File: src/rtl/font_cmap_glyph_lookup_unit_macros.svh
// ----------------------------------------------------------------------------
// font_cmap_glyph_lookup_unit_macros.svh
// Assertion macros used by the glyph lookup sequencer (fcmap_seq).
// ----------------------------------------------------------------------------
`ifndef FONT_CMAP_GLYPH_LOOKUP_UNIT_MACROS_SVH
`define FONT_CMAP_GLYPH_LOOKUP_UNIT_MACROS_SVH

// same-cycle implication
`define FCMAP_ASSERT_IMPL(label, clk, rst, ante, cons) \
  label: assert property (@(posedge clk) disable iff (rst) (ante) |-> (cons)) \
    else $error("fcmap assertion failed");

// next-cycle implication
`define FCMAP_ASSERT_NEXT(label, clk, rst, ante, cons) \
  label: assert property (@(posedge clk) disable iff (rst) (ante) |=> (cons)) \
    else $error("fcmap assertion failed");

`endif

File: src/rtl/fcmap_pkg.sv
// ----------------------------------------------------------------------------
// fcmap_pkg
// Constants and types of the character-map glyph lookup.
// ----------------------------------------------------------------------------
`default_nettype none
package fcmap_pkg;
  localparam int TABLE_WORDS  = 8192;
  localparam int ADDR_W       = $clog2(TABLE_WORDS);
  localparam int MAX_SEGMENTS = 2048;
  localparam int SEG_W        = 12;
  localparam int GADDR_W      = 18;

  localparam logic [2:0] FMT_BYTE      = 3'd0;
  localparam logic [2:0] FMT_HIGH_BYTE = 3'd2;
  localparam logic [2:0] FMT_SEGMENT   = 3'd4;

  localparam logic FUNC_WRITE  = 1'b0;
  localparam logic FUNC_LOOKUP = 1'b1;

  localparam logic REG_FORMAT = 1'b0;
  localparam logic REG_SEGCNT = 1'b1;

  localparam int F0_BASE       = 3;
  localparam int F2_KEY_BASE   = 3;
  localparam int F2_SUB_BASE   = 259;
  localparam int F4_END_BASE   = 7;
  localparam int F4_START_BASE = 8;

  typedef struct packed {
    logic [2:0]       table_format;
    logic [SEG_W-1:0] segment_count;
  } cfg_t;

  typedef struct packed {
    logic              we;
    logic [ADDR_W-1:0] waddr;
    logic [15:0]       wdata;
    logic [ADDR_W-1:0] raddr;
  } ram_req_t;
endpackage
`default_nettype wire

File: src/rtl/fcmap_if.sv
// ----------------------------------------------------------------------------
// fcmap_if
// Request and response channels of the glyph lookup.
// ----------------------------------------------------------------------------
`default_nettype none
interface fcmap_req_if;
  logic        valid;
  logic        ready;
  logic        func;
  logic [12:0] word_address;
  logic [15:0] word_data;
  logic [20:0] char_code;
  modport source (output valid, func, word_address, word_data, char_code, input ready);
  modport sink (input valid, func, word_address, word_data, char_code, output ready);
endinterface

interface fcmap_rsp_if;
  logic        valid;
  logic        ready;
  logic [15:0] glyph_id;
  logic        table_fault;
  modport source (output valid, glyph_id, table_fault, input ready);
  modport sink (input valid, glyph_id, table_fault, output ready);
endinterface
`default_nettype wire

File: src/rtl/fcmap_seq.sv
// ----------------------------------------------------------------------------
// fcmap_seq
// Lookup sequencer: walks the subtable through the single RAM read port.
// ----------------------------------------------------------------------------
`default_nettype none
`include "font_cmap_glyph_lookup_unit_macros.svh"
module fcmap_seq
  import fcmap_pkg::*;
(
  input  wire logic        clk,
  input  wire logic        rst,
  input  wire cfg_t        cfg,
  fcmap_req_if.sink        req,
  fcmap_rsp_if.source      rsp,
  output ram_req_t         ram_req,
  input  wire logic [15:0] ram_rdata
);
  localparam logic [3:0] S_IDLE     = 4'd0;
  localparam logic [3:0] S_F0_DATA  = 4'd1;
  localparam logic [3:0] S_F2_KEY   = 4'd2;
  localparam logic [3:0] S_F2_FIRST = 4'd3;
  localparam logic [3:0] S_F2_CNT   = 4'd4;
  localparam logic [3:0] S_F2_DELTA = 4'd5;
  localparam logic [3:0] S_F2_RO    = 4'd6;
  localparam logic [3:0] S_ADDR     = 4'd7;
  localparam logic [3:0] S_GLYPH    = 4'd8;
  localparam logic [3:0] S_F4_END   = 4'd9;
  localparam logic [3:0] S_F4_START = 4'd10;
  localparam logic [3:0] S_F4_DELTA = 4'd11;
  localparam logic [3:0] S_F4_RO    = 4'd12;
  localparam logic [3:0] S_FIN      = 4'd13;

  logic [3:0]       state;
  logic [15:0]      code;
  logic [SEG_W-1:0] nseg;
  logic [SEG_W-1:0] seg;
  logic [16:0]      sh;
  logic [15:0]      first;
  logic [15:0]      count;
  logic [15:0]      delta;
  logic [15:0]      ro;
  logic [15:0]      start;
  logic [16:0]      base;
  logic [15:0]      offs;
  logic [13:0]      roaddr;
  logic [15:0]      glyph;
  logic             fault;
  logic             out_valid;
  logic [15:0]      out_glyph;
  logic             out_fault;

  logic             acc;
  logic [SEG_W-1:0] nsat;
  logic [16:0]      sh_new;
  logic [17:0]      sh_top;
  logic [15:0]      idx;
  logic [SEG_W-1:0] seg_inc;
  logic             found;
  logic [13:0]      start_addr;
  logic [13:0]      delta_addr;
  logic [13:0]      roaddr_new;
  logic [17:0]      gaddr;
  logic             out_free;

  assign acc        = req.valid && req.ready;
  assign req.ready  = (state == S_IDLE);
  assign rsp.valid  = out_valid;
  assign rsp.glyph_id    = out_glyph;
  assign rsp.table_fault = out_fault;
  assign out_free   = !out_valid || rsp.ready;

  assign nsat       = (cfg.segment_count > SEG_W'(MAX_SEGMENTS)) ?
                      SEG_W'(MAX_SEGMENTS) : cfg.segment_count;
  assign sh_new     = 17'(F2_SUB_BASE) + {2'b0, ram_rdata[15:1]};
  assign sh_top     = {1'b0, sh_new} + 18'd3;
  assign idx        = {8'd0, code[7:0]} - first;
  assign seg_inc    = seg + SEG_W'(1);
  assign found      = (ram_rdata >= code);
  assign start_addr = 14'(F4_START_BASE) + {2'b0, nseg} + {2'b0, seg};
  assign delta_addr = start_addr + {2'b0, nseg};
  assign roaddr_new = delta_addr + {2'b0, nseg};
  assign gaddr      = {1'b0, base} + {3'b0, ro[15:1]} + {2'b0, offs};

  always_comb begin
    ram_req.we    = acc && (req.func == FUNC_WRITE);
    ram_req.waddr = req.word_address;
    ram_req.wdata = req.word_data;
    ram_req.raddr = '0;
    case (state)
      S_IDLE: begin
        case (cfg.table_format)
          FMT_BYTE:      ram_req.raddr = ADDR_W'(F0_BASE) + ADDR_W'(req.char_code[7:1]);
          FMT_HIGH_BYTE: ram_req.raddr = ADDR_W'(F2_KEY_BASE) + ADDR_W'(req.char_code[15:8]);
          default:       ram_req.raddr = ADDR_W'(F4_END_BASE);
        endcase
      end
      S_F2_KEY:   ram_req.raddr = sh_new[ADDR_W-1:0];
      S_F2_FIRST: ram_req.raddr = ADDR_W'(sh + 17'd1);
      S_F2_CNT:   ram_req.raddr = ADDR_W'(sh + 17'd2);
      S_F2_DELTA: ram_req.raddr = ADDR_W'(sh + 17'd3);
      S_F4_END: begin
        if (found) begin
          ram_req.raddr = start_addr[ADDR_W-1:0];
        end else begin
          ram_req.raddr = ADDR_W'(F4_END_BASE) + ADDR_W'(seg_inc);
        end
      end
      S_F4_START: ram_req.raddr = delta_addr[ADDR_W-1:0];
      S_F4_DELTA: ram_req.raddr = roaddr_new[ADDR_W-1:0];
      S_ADDR:     ram_req.raddr = gaddr[ADDR_W-1:0];
      default:    ram_req.raddr = '0;
    endcase
  end

  always_ff @(posedge clk) begin
    if (rst) begin
      state     <= S_IDLE;
      out_valid <= 1'b0;
    end else begin
      if (out_valid && rsp.ready && (state != S_FIN)) begin
        out_valid <= 1'b0;
      end
      case (state)
        S_IDLE: begin
          glyph <= '0;
          fault <= 1'b0;
          code  <= req.char_code[15:0];
          nseg  <= nsat;
          seg   <= '0;
          if (acc && (req.func == FUNC_LOOKUP)) begin
            case (cfg.table_format)
              FMT_BYTE: begin
                state <= (req.char_code[20:8] != '0) ? S_FIN : S_F0_DATA;
              end
              FMT_HIGH_BYTE: begin
                state <= (req.char_code[20:16] != '0) ? S_FIN : S_F2_KEY;
              end
              FMT_SEGMENT: begin
                state <= ((req.char_code[20:16] != '0) || (nsat == '0)) ? S_FIN : S_F4_END;
              end
              default: begin
                fault <= 1'b1;
                state <= S_FIN;
              end
            endcase
          end
        end
        S_F0_DATA: begin
          glyph <= code[0] ? {8'd0, ram_rdata[7:0]} : {8'd0, ram_rdata[15:8]};
          state <= S_FIN;
        end
        S_F2_KEY: begin
          sh <= sh_new;
          if (sh_top >= GADDR_W'(TABLE_WORDS)) begin
            fault <= 1'b1;
            state <= S_FIN;
          end else begin
            state <= S_F2_FIRST;
          end
        end
        S_F2_FIRST: begin
          first <= ram_rdata;
          state <= S_F2_CNT;
        end
        S_F2_CNT: begin
          count <= ram_rdata;
          state <= S_F2_DELTA;
        end
        S_F2_DELTA: begin
          delta <= ram_rdata;
          state <= S_F2_RO;
        end
        S_F2_RO: begin
          ro   <= ram_rdata;
          base <= sh + 17'd3;
          offs <= idx;
          state <= (idx >= count) ? S_FIN : S_ADDR;
        end
        S_ADDR: begin
          if (gaddr >= GADDR_W'(TABLE_WORDS)) begin
            fault <= 1'b1;
            state <= S_FIN;
          end else begin
            state <= S_GLYPH;
          end
        end
        S_GLYPH: begin
          glyph <= (ram_rdata == '0) ? '0 : ram_rdata + delta;
          state <= S_FIN;
        end
        S_F4_END: begin
          if (found) begin
            state <= S_F4_START;
          end else begin
            seg   <= seg_inc;
            state <= (seg_inc == nseg) ? S_FIN : S_F4_END;
          end
        end
        S_F4_START: begin
          start <= ram_rdata;
          state <= (code < ram_rdata) ? S_FIN : S_F4_DELTA;
        end
        S_F4_DELTA: begin
          delta  <= ram_rdata;
          roaddr <= roaddr_new;
          if (roaddr_new >= 14'(TABLE_WORDS)) begin
            fault <= 1'b1;
            state <= S_FIN;
          end else begin
            state <= S_F4_RO;
          end
        end
        S_F4_RO: begin
          ro   <= ram_rdata;
          base <= {3'b0, roaddr};
          offs <= code - start;
          if (ram_rdata == '0) begin
            glyph <= code + delta;
            state <= S_FIN;
          end else begin
            state <= S_ADDR;
          end
        end
        S_FIN: begin
          if (out_free) begin
            out_valid <= 1'b1;
            out_glyph <= fault ? '0 : glyph;
            out_fault <= fault;
            state     <= S_IDLE;
          end
        end
        default: state <= S_IDLE;
      endcase
    end
  end

  `FCMAP_ASSERT_IMPL(a_seg_in_range, clk, rst, state == S_F4_END, seg < nseg)
  `FCMAP_ASSERT_IMPL(a_fault_no_glyph, clk, rst, out_valid && out_fault, out_glyph == '0)
  `FCMAP_ASSERT_NEXT(a_lookup_busy, clk, rst, acc && (req.func == FUNC_LOOKUP), state != S_IDLE)
  `FCMAP_ASSERT_NEXT(a_write_stays_idle, clk, rst, acc && (req.func == FUNC_WRITE), state == S_IDLE)
endmodule
`default_nettype wire

File: src/flat_wrapper.sv
// flat-port wrapper written by rule: the top's interface ports become plain ports
module fcmap_seq_flat import fcmap_pkg::*;
  (clk, rst, cfg, ram_req, ram_rdata, req_valid, req_func, req_word_address, req_word_data, req_char_code, req_ready, rsp_valid, rsp_glyph_id, rsp_table_fault, rsp_ready);
  fcmap_req_if req_i ();
  fcmap_rsp_if rsp_i ();
  input  wire logic clk;
  input  wire logic rst;
  input  wire cfg_t cfg;
  output ram_req_t ram_req;
  input  wire logic [15:0] ram_rdata;
  input wire logic [$bits(req_i.valid)-1:0] req_valid;
  input wire logic [$bits(req_i.func)-1:0] req_func;
  input wire logic [$bits(req_i.word_address)-1:0] req_word_address;
  input wire logic [$bits(req_i.word_data)-1:0] req_word_data;
  input wire logic [$bits(req_i.char_code)-1:0] req_char_code;
  output wire logic [$bits(req_i.ready)-1:0] req_ready;
  output wire logic [$bits(rsp_i.valid)-1:0] rsp_valid;
  output wire logic [$bits(rsp_i.glyph_id)-1:0] rsp_glyph_id;
  output wire logic [$bits(rsp_i.table_fault)-1:0] rsp_table_fault;
  input wire logic [$bits(rsp_i.ready)-1:0] rsp_ready;
  assign req_i.valid = req_valid;
  assign req_i.func = req_func;
  assign req_i.word_address = req_word_address;
  assign req_i.word_data = req_word_data;
  assign req_i.char_code = req_char_code;
  assign req_ready = req_i.ready;
  assign rsp_valid = rsp_i.valid;
  assign rsp_glyph_id = rsp_i.glyph_id;
  assign rsp_table_fault = rsp_i.table_fault;
  assign rsp_i.ready = rsp_ready;
  fcmap_seq u_core (.clk(clk), .rst(rst), .cfg(cfg), .req(req_i), .rsp(rsp_i), .ram_req(ram_req), .ram_rdata(ram_rdata));
endmodule
File: config.mk
export PLATFORM = sky130hd
export DESIGN_NAME = fcmap_seq_flat
export DESIGN_NICKNAME = d
export VERILOG_FILES = /design/src/rtl/fcmap_pkg.sv /design/src/rtl/fcmap_if.sv /design/src/rtl/fcmap_seq.sv /design/src/flat_wrapper.sv
export VERILOG_INCLUDE_DIRS = /design/src /design/src/rtl
export SDC_FILE = /design/constraint.sdc
export NUM_CORES = 1
export LEC_CHECK = 0
export BUFFER_PORTS_ARGS = -buffer_cell sky130_fd_sc_hd__buf_2
export CORE_AREA = 5 5 208 291
export DETAILED_ROUTE_END_ITERATION = 10
export DIE_AREA = 0 0 213 296
export HOLD_SLACK_MARGIN = 0.1
export PLACE_DENSITY = 0.48
export SLEW_MARGIN = 0
export SYNTH_ARGS = -nofsm -noshare
export SYNTH_HDL_FRONTEND = slang
export SYNTH_SLANG_ARGS = --single-unit
File: constraint.sdc
create_clock -name clk -period 6.3 [get_ports clk]
set_input_delay 0.315 -clock clk [delete_from_list [all_inputs] [get_ports clk]]
set_output_delay 0.315 -clock clk [all_outputs]
set_load 0.02 [all_outputs]
==> results of run 1 <==
-- how the worst min path moves through the flow --
stage | slack, ps | to | startpoint
after floorplan | 410 | u_core.code[0] | req_char_code[0]
after global placement | 510 | u_core.code[0] | req_char_code[0]
after detailed placement | 510 | u_core.code[0] | req_char_code[0]
after CTS | 120 | u_core.delta[5] | ram_rdata[5]
after global routing | 140 | u_core.nseg[11] | cfg[11]
final | 150 | u_core.nseg[11] | cfg[11]
-- kinds of logic (layout without fill, tap and decap cells) --
logic type | after synthesis | in the layout | share of synthesized area [%]
other | 0 | 1 | 0
DFF | 221 | 221 | 38.5
buffers and inverters | 181 | 299 | 4.66
adders and majority gates | 174 | 174 | 13.8
xor gates and xnor gates | 167 | 167 | 8.60
AOI/OAI and AO/OA | 430 | 430 | 17.1
muxes | 24 | 24 | 1.44
and+or+nand+nor | 536 | 536 | 15.9
-- where the power goes --
part,total (mW),switching (mW),internal (mW)
sequential,2.25,0.229,2.03
combinational,5.16,3.13,2.03
clock,1.65,0.684,0.963
-- metal layers --
metal / GRT usage (%) / share of wire, % / up-vias
met1: 19.8 / 38 / 6815
met5: 0 / 0 / -
met4: 7.32 / 4.2 / 0
met3: 1.87 / 4.2 / 118
met2: 35.0 / 53 / 409
li1: - / - / 6578
-- layout by cell type, fill, tap and decap left out, types with 18 or more instances in the layout --
master and n:
buf_2 89, ha_1 151, nor2_1 138, nor2b_1 56
xor2_1 76, inv_1 106, a21o_1 30, xnor2_1 90
clkbuf_16 29, nand3_1 52, a21oi_1 99, edfxtp_1 216
fa_1 23, a211oi_1 26, dlygate4sd3_1 28, buf_4 24
nand2_1 111, and3_1 23, nand4_1 22, nor3_1 40
o21ai_0 90, nand2b_1 18, mux2i_1 19, o211ai_1 20
-- per-stage QoR --
stage                     setup WS [ps]  total power, mW  hold slack, ps  instance area, um2
final                               478             9.06             155               19500
after global routing               9.45             9.74             138               19500
after CTS                           308             9.12             122               19500
after detailed placement            826             7.41             508               18300
after global placement              905             7.35             508               18300
after floorplan                    1410             6.01             414               17100
-- what timing repair did --
item / 4_1_cts / 5_1_grt
resized for setup: 0 / 2
endpoints found under the hold margin: 31 / 0
setup buffers: 0 / 3
endpoints found under the setup margin: 0 / 2
hold buffers: 28 / 0
-- area by class of cell --
cell class | count | area, um2
repair buffers | 141 | 906
well taps | 742 | 928
clock buffers | 35 | 748
fillers | 5859 | 37900
inverters | 106 | 398
flip-flops and latches | 221 | 6590
clock inverters | 17 | 169
diodes | 1 | 2.50
multi-input cells | 1331 | 9750
-- sequential cells by signal (all words and copies together) (netlist names) --
register	cells
u_core.base	17
u_core.rsp.table_fault	1
u_core.start	16
u_core.rsp.glyph_id	16
u_core.seg	12
u_core.code	16
u_core.rsp.valid	1
u_core.roaddr	14
u_core.first	16
u_core.fault	1
u_core.count	16
u_core.glyph	16
u_core.sh	16
u_core.ro	15
u_core.delta	16
u_core.offs	16
u_core.nseg	12
u_core.state	4
==> results_dict.tcl, run 1 <==
set metrics [dict create \
    pin_count 148 \
    slowest_stage "edfxtp_1" \
    worst_slew_pin_slew_ps 1090 \
    hold_viol 0 \
    crit_chain "and3_1 -> nand3_1 -> xnor2_1 -> ha_1 -> a21o_1 -> a21oi_1 -> a21oi_1 -> a21o_1 -> a211oi_1 -> nor3_1 -> ha_1 -> nand2_1 -> a2bb2oi_2 -> o21ai_1 -> nor2_1 -> ha_1 -> and3_1 -> a221oi_1 -> a22oi_1 -> o211ai_1 -> buf_2" \
    finalCritPeriodShare_pct 92.4 \
    cts_tree "done" \
    synth_ff_type "edfxtp_1" \
    synth_cells 1733 \
    num_vias 13900 \
    fp-row-count 104 \
    fin_cells 2594 \
    synth_edf_count 216 \
    synth_area_leaders "edfxtp_1 38%, ha_1 11%, xnor2_1 4.6%" \
    grt_pass1_vias 14600 \
    cpPeakStageDelay_ps 510 \
    arrival_ps 5510 \
    worstSkewPairLatency_ps 580 \
    ant_nets 0 \
    placed_cells 2510 \
    clock_skew_ps 23.3 \
    yosys.area.top_type_share_pct 38.0 \
    start_kind "register" \
    clkSlewWorstSetupHoldPaths_ps 50 \
    ys.warnings.count 0 \
    die-area_um2 63000 \
    antenna_found_initial 1 \
    gp_congestion 0.894 \
    hold_depth 1 \
    die_h_um 296 \
    slew_viol_final 0 \
    track_usage_pct 18.0 \
    holdCritPathClass "input port to register" \
    drc 0 \
    yosysMostFrequentCell "edfxtp_1" \
    initial_core_util_pct 29.8 \
    fmax_ghz 0.172 \
    die_w_um 213 \
    ys_seq_elements 221 \
    dp_hpwl_um 45200 \
    path_class "register to output pin" \
    final_nets 2089 \
    grt_max_degree 49 \
    finalSetupViolCount 0 \
    final_util_pct 34.0 \
    path_max_fanout 6 \
    r2r_end "u_core.fault" \
    cp-startpoint "u_core.nseg[6]" \
    syn_area_per_cell_um2 9.86 \
    cts_sinks 221 \
    cts_root_buffer "clkbuf_16" \
    r2r-start "u_core.nseg[6]" \
    firstDrtPassIters 5 \
    worstSetupEndpointType "output pin" \
    synthArstFlopShare_pct 0 \
    ys_seq_area_share_pct 38.5 \
    wl_per_cell_um 22.4 \
    crit_cells 21 \
    area_growth_pct 14.0 \
    crit_buf_inv 1 \
    synth_top_cells_by_count "216 x edfxtp_1, 151 x ha_1, 140 x nor2_1" \
    endpoint "ram_req[11]" \
    reg2regPathDepth 23 \
    p_leak_nw 7.54 \
    overflow 0 \
    r2r_slack_ps 740 \
    path_delay_family "compound AO/OA/AOI/OAI gates" \
    cts_made_buffers 28 \
    max_slew_margin_pct 26.9 \
    drt_wl_total_um 58100 \
    mappedNetlistArea_um2 17100 \
    rsz0062_at_grt "no" \
    finalSetupTns_ps 0 \
    grt_pass1_wl_um 86700 \
    drive_above_1_share_pct 10.9 \
    yosysTopAreaCell "edfxtp_1" \
    viasPerCell 5.37 \
    cp_common_cell "ha_1" \
    critPathRequiredTime_ps 5980 \
    fin_crit_ps 5820 \
    cap_violations 0 \
    drtIter0Drc 881 \
    cts_max_level 1 \
    ir_drop_mv 0.262 \
    ys_types 90 \
    io_buffer_count 89 \
    clk_path_buf_depth 3 \
    syn-num-nets 1993 \
    status "completed" \
    pwr_density_cell_nw_per_um2 465 \
    coreArea_um2 57400 \
]
Note: power is estimated with default switching activity, not from simulation.
==> inputs of run 2 (changes only) <==
CORE_AREA = 5 5 154 215   (was 5 5 208 291)
DIE_AREA = 0 0 159 220   (was 0 0 213 296)
PLACE_DENSITY = 0.79   (was 0.48)
==> results_dict.tcl, run 2 (same netlist as run 1, synthesis figures left out) <==
set metrics [dict create \
    status "completed" \
    power.internal_mw 4.80 \
    ir_drop_mv 0.412 \
    pwr-share-comb_pct 58.4 \
    grt_max_degree 49 \
    min-delay-start "ram_rdata[0]" \
    crit_buf_inv 2 \
    crit_chain "ha_1 -> inv_1 -> fa_1 -> nor2b_4 -> o21ai_0 -> a21boi_0 -> ha_1 -> o21a_2 -> o31a_4 -> o21a_1 -> nor2_1 -> xnor2_1 -> ha_1 -> o21a_1 -> nor2_1 -> a21oi_1 -> nand2_1 -> a21bo_2 -> a221oi_1 -> a22oi_1 -> o211ai_1 -> buf_2" \
    max_slew_margin_pct 24.3 \
    track_usage_pct 28.2 \
    num_vias 14200 \
    die-area_um2 35000 \
    die_w_um 159 \
    io_buffer_count 89 \
    pwr_density_cell_nw_per_um2 465 \
    cts.repair.resized 0 \
    fin_area_um2 18700 \
    r2r_end "u_core.fault" \
    placed_cell_area_um2 17800 \
    clock_skew_ps 28.5 \
    cpPeakStageDelay_ps 520 \
    ant_nets 0 \
    path_max_fanout 9 \
    arrival_ps 5620 \
    diodes 0 \
    holdCritPathClass "input port to register" \
    fmax_ghz 0.169 \
    final_nets 2072 \
    dp_hpwl_um 39200 \
    cts_max_level 1 \
    hold_depth 1 \
    worst_slew_pin_slew_ps 1130 \
    antenna_found_initial 0 \
    rsz0062_at_grt "no" \
    wl_per_cell_um 23.1 \
    start_kind "register" \
    overflow 0 \
    finalCritPeriodShare_pct 94.2 \
    grt_pass1_wl_um 77900 \
    p_switching_mw 3.90 \
    drt_wl_total_um 51200 \
    hold_viol 0 \
    finalSetupTns_ps 0 \
    fin_crit_ps 5930 \
    regMostFlops "u_core.base" \
    fp-row-count 77 \
    switching_share_pct 44.8 \
    worstSkewPairLatency_ps 540 \
    grt_pass1_vias 14500 \
    gp_congestion 0.952 \
    area_growth_pct 9.53 \
    reg2regPathDepth 23 \
    cts_tree "done" \
    largest_reg_flops 17 \
    power_frac_seq_pct 26.2 \
    final_common_cell "edfxtp_1" \
    p_leak_nw 7.37 \
    hold_end "u_core.start[0]" \
    coreArea_um2 31100 \
    r2r_slack_ps 580 \
    viasPerCell 6.37 \
    cap_violations 0 \
    path_class "register to output pin" \
    cts_root_buffer "clkbuf_16" \
    path_delay_family "compound AO/OA/AOI/OAI gates" \
    final_cell_mix "216 x edfxtp_1, 151 x ha_1, 138 x nor2_1" \
    slowest_stage "edfxtp_1" \
    pin_count 148 \
    p_clk_share_pct 15.4 \
    die_h_um 220 \
    clk_path_buf_depth 3 \
    finalSetupViolCount 0 \
    worstSetupEndpointType "output pin" \
    holdWs_ps 124 \
    cp_common_cell "ha_1" \
    drc 0 \
    clkSlewWorstSetupHoldPaths_ps 70 \
    drtIter0Drc 1042 \
    initial_core_util_pct 54.9 \
    drive_above_1_share_pct 9.97 \
    r2r-start "u_core.nseg[5]" \
    cts_made_buffers 24 \
    critPathRequiredTime_ps 5980 \
    cts_sinks 221 \
    firstDrtPassIters 8 \
    slew_viol_final 0 \
]
[run 2: changes by cell type in the layout (fill, tap and decap cells not counted), sizes merged]
| cell | before | now |
|---|---|---|
| diode | 1 | 0 |
| clkinv | 13 | 5 |
| buf | 113 | 108 |
| clkinvlp | 1 | 2 |
| clkbuf | 35 | 31 |
| dlygate4sd3 | 28 | 20 |
| bufinv | 3 | 1 |
[run 2: layout make-up]
| cell class | count | area (um2) |
|---|---|---|
| Clock buffer | 31 | 648 |
| Clock inverter | 8 | 66.3 |
| Fill cell | 2577 | 12400 |
| Inverter | 106 | 398 |
| Multi-Input combinational cell | 1331 | 9740 |
| Sequential cell | 221 | 6590 |
| Tap cell | 395 | 494 |
| Timing Repair Buffer | 128 | 788 |
[run 2: worst max path at each step]
| stage | from | end | slack (ps) | cells past startpoint |
|---|---|---|---|---|
| 5_1_grt | u_core.nseg[5] | u_core.fault | 60 | 23 |
| 4_1_cts | u_core.seg[0] | ram_req[11] | 450 | 22 |
| 2_1_floorplan | u_core.nseg[3] | u_core.fault | 1410 | 20 |
| 3_5_place_dp | u_core.nseg[5] | u_core.fault | 700 | 23 |
| 3_3_place_gp | u_core.nseg[3] | u_core.fault | 910 | 22 |
| 6_report | u_core.seg[0] | ram_req[11] | 370 | 22 |
[run 2: stage by stage]
stage / worst slack [ps] / util [%] / power [mW] / instances
after floorplan: 1410 / - / 6.01 / 1733
after global placement: 907 / 57.2 / 7.11 / 2161
after detailed placement: 698 / 57.2 / 7.24 / 2161
after CTS: 453 / 60.2 / 8.61 / 2220
after global routing: 64.1 / 60.2 / 9.24 / 2220
final: 368 / 60.2 / 8.71 / 2220
[run 2: what timing repair did]
| action | 4_1_cts | 5_1_grt |
|---|---|---|
| hold endpoints to repair | 20 | 0 |
| hold buffers | 20 | 0 |
| setup buffers | 0 | 0 |
[run 2: layer usage]
layer	routed length (um)	vias up	track usage [%]
met2	26000	699	52.9
met5	0	-	0
met3	3370	240	3.72
met4	4750	0	22.1
li1	-	6536	-
met1	17100	6677	27.8
[run 2: power groups by stage]
stage,registers [mW],clock network (mW),logic (mW)
after detailed placement,2.30,0,4.94
after global routing,2.30,1.41,5.53
after floorplan,2.17,0,3.84
after global placement,2.29,0,4.82
final,2.28,1.34,5.09
after CTS,2.27,1.35,4.99
==> inputs of run 3 (changes only) <==
CORE_AREA = 5 5 208 160   (was 5 5 154 215)
DIE_AREA = 0 0 213 165   (was 0 0 159 220)
==> results_dict.tcl, run 3 (same netlist as run 1, synthesis figures left out) <==
set metrics [dict create \
    status "completed" \
    placed_cells 2175 \
    initial_core_util_pct 55.3 \
    diodes 0 \
    fin_cells 2237 \
    ant_nets 0 \
    post-cts-setup-buffers 0 \
    grt_pass1_wl_um 80600 \
    firstDrtPassIters 5 \
    final_nets 2073 \
    drc 0 \
    hold_viol 0 \
    drtIter0Drc 2014 \
    antenna_found_initial 0 \
    clkSlewWorstSetupHoldPaths_ps 60 \
    worstSetupEndpointType "output pin" \
    critPathRequiredTime_ps 5980 \
    start_kind "register" \
    cap_violations 0 \
    worstSkewPairLatency_ps 550 \
    grt_max_degree 49 \
    fin_crit_ps 5840 \
    regMostFlops "u_core.base" \
    clock_skew_ps 14.9 \
    fmax_ghz 0.171 \
    p_leak_nw 7.45 \
    grt_pass1_vias 13900 \
    largest_reg_flops 17 \
    slew_viol_final 0 \
    max_slew_margin_pct 30.7 \
    ir_drop_mv 0.398 \
    path_max_fanout 8 \
    overflow 0 \
    drt_wl_total_um 52500 \
    drive_above_1_share_pct 10.5 \
    pin_count 148 \
    slowest_stage "edfxtp_1" \
    path_class "register to output pin" \
    final_util_pct 61.2 \
    area_growth_pct 10.6 \
    cts_made_buffers 25 \
    coreArea_um2 30900 \
    worst_slew_pin_slew_ps 1010 \
    cts_sinks 221 \
    cts_tree "done" \
    die_h_um 165 \
    track_usage_pct 29.6 \
    cts_root_buffer "clkbuf_16" \
    rsz0062_at_grt "no" \
    final_common_cell "edfxtp_1" \
    cpPeakStageDelay_ps 550 \
    die_w_um 213 \
    num-fill-cells 2473 \
    num_vias 14400 \
    die-area_um2 35100 \
    fp-row-count 56 \
    arrival_ps 5530 \
    wl_per_cell_um 23.5 \
    io_buffer_count 89 \
    cp_common_cell "ha_1" \
    pwr_density_cell_nw_per_um2 477 \
    finalSetupViolCount 0 \
    gp_congestion 0.996 \
    final_cell_mix "216 x edfxtp_1, 151 x ha_1, 138 x nor2_1" \
    finalCritPeriodShare_pct 92.7 \
    finalSetupTns_ps 0 \
    viasPerCell 6.45 \
    holdCritPathClass "input port to register" \
    cts_max_level 1 \
    holdWs_ps 124 \
    clk_path_buf_depth 3 \
    crit_chain "ha_1 -> ha_1 -> o21a_1 -> o31ai_4 -> nand2_1 -> a21oi_1 -> xnor2_1 -> ha_1 -> or3_4 -> o21a_1 -> a21oi_1 -> xnor2_1 -> ha_1 -> a21o_1 -> a21oi_1 -> nand2_1 -> a31oi_1 -> o21ai_0 -> xnor2_1 -> a211o_1 -> buf_2" \
    dp_hpwl_um 39500 \
]
==> run 3: changes by cell type in the layout (fill, tap and decap cells not counted), moves of 2 or more <==
cell | previous run | this run
clkinv_4 | 0 | 2
dlygate4sd3_1 | 20 | 17
bufinv_16 | 1 | 6
buf_4 | 19 | 22
==> run 3: path summary, 6_finish.rpt <==
| kind | slack (ps) | from | cells past startpoint | to |
|---|---|---|---|---|
| setup reg to reg | 580 | u_core.nseg[3] | 22 | u_core.fault |
| setup / recovery | 460 | u_core.nseg[3] | 21 | ram_req[12] |
| hold reg to reg | 520 | u_core.roaddr[7] | 2 | u_core.base[7] |
| hold / removal | 120 | cfg[11] | 1 | u_core.nseg[11] |
==> run 3: final cells by class <==
cell class                      count  area (um2)  share of cell area (%)
Multi-Input combinational cell   1331        9740                    51.5
Sequential cell                   221        6590                    34.9
Timing Repair Buffer              128         781                    4.13
Clock buffer                       30         644                    3.41
Tap cell                          406         508                    2.69
Inverter                          106         398                    2.11
Clock inverter                     15         241                    1.28
==> run 3: critical path, delay by kind of cell, from the launching register on <==
| family | cells | cell delay, ps |
|---|---|---|
| adders and majority gates | 4 | 1220 |
| and+or+nand+nor | 3 | 590 |
| buffers and inverters | 1 | 170 |
| xor gates and xnor gates | 3 | 460 |
| AOI/OAI and AO/OA | 10 | 1990 |
| DFF | 1 | 550 |
==> run 3: routing by layer <==
metal | wire length, um | vias up | global-route usage [%] | part of all wire, %
li1 | - | 6544 | - | -
met1 | 23600 | 6875 | 46.1 | 45
met2 | 21300 | 874 | 41.4 | 41
met3 | 6070 | 136 | 6.51 | 12
met4 | 1530 | 0 | 8.20 | 2.9
met5 | 0 | - | 0 | 0
==> run 3: power breakdown <==
part | leakage, nW | switching (mW) | total, mW | internal [mW]
Sequential | 2.03 | 0.250 | 2.27 | 2.02
Clock | 0.419 | 0.644 | 1.62 | 0.978
Combinational | 5.01 | 3.09 | 5.11 | 2.03
==> run 3: stage by stage <==
step / setup WS, ps / power, mW / instance area (um2)
CTS: 472 / 8.89 / 18900
detailed placement: 709 / 7.24 / 17800
global placement: 860 / 7.10 / 17800
global route: 166 / 9.57 / 18900
finish: 459 / 9.01 / 18900
floorplan: 1410 / 6.01 / 17100
==> run 3: timing repair <==
action                                 in CTS  in global routing
endpoints found under the hold margin      17                  0
hold buffers                               17                  0
resized for setup                           0                  0
setup endpoints to repair                   0                  0
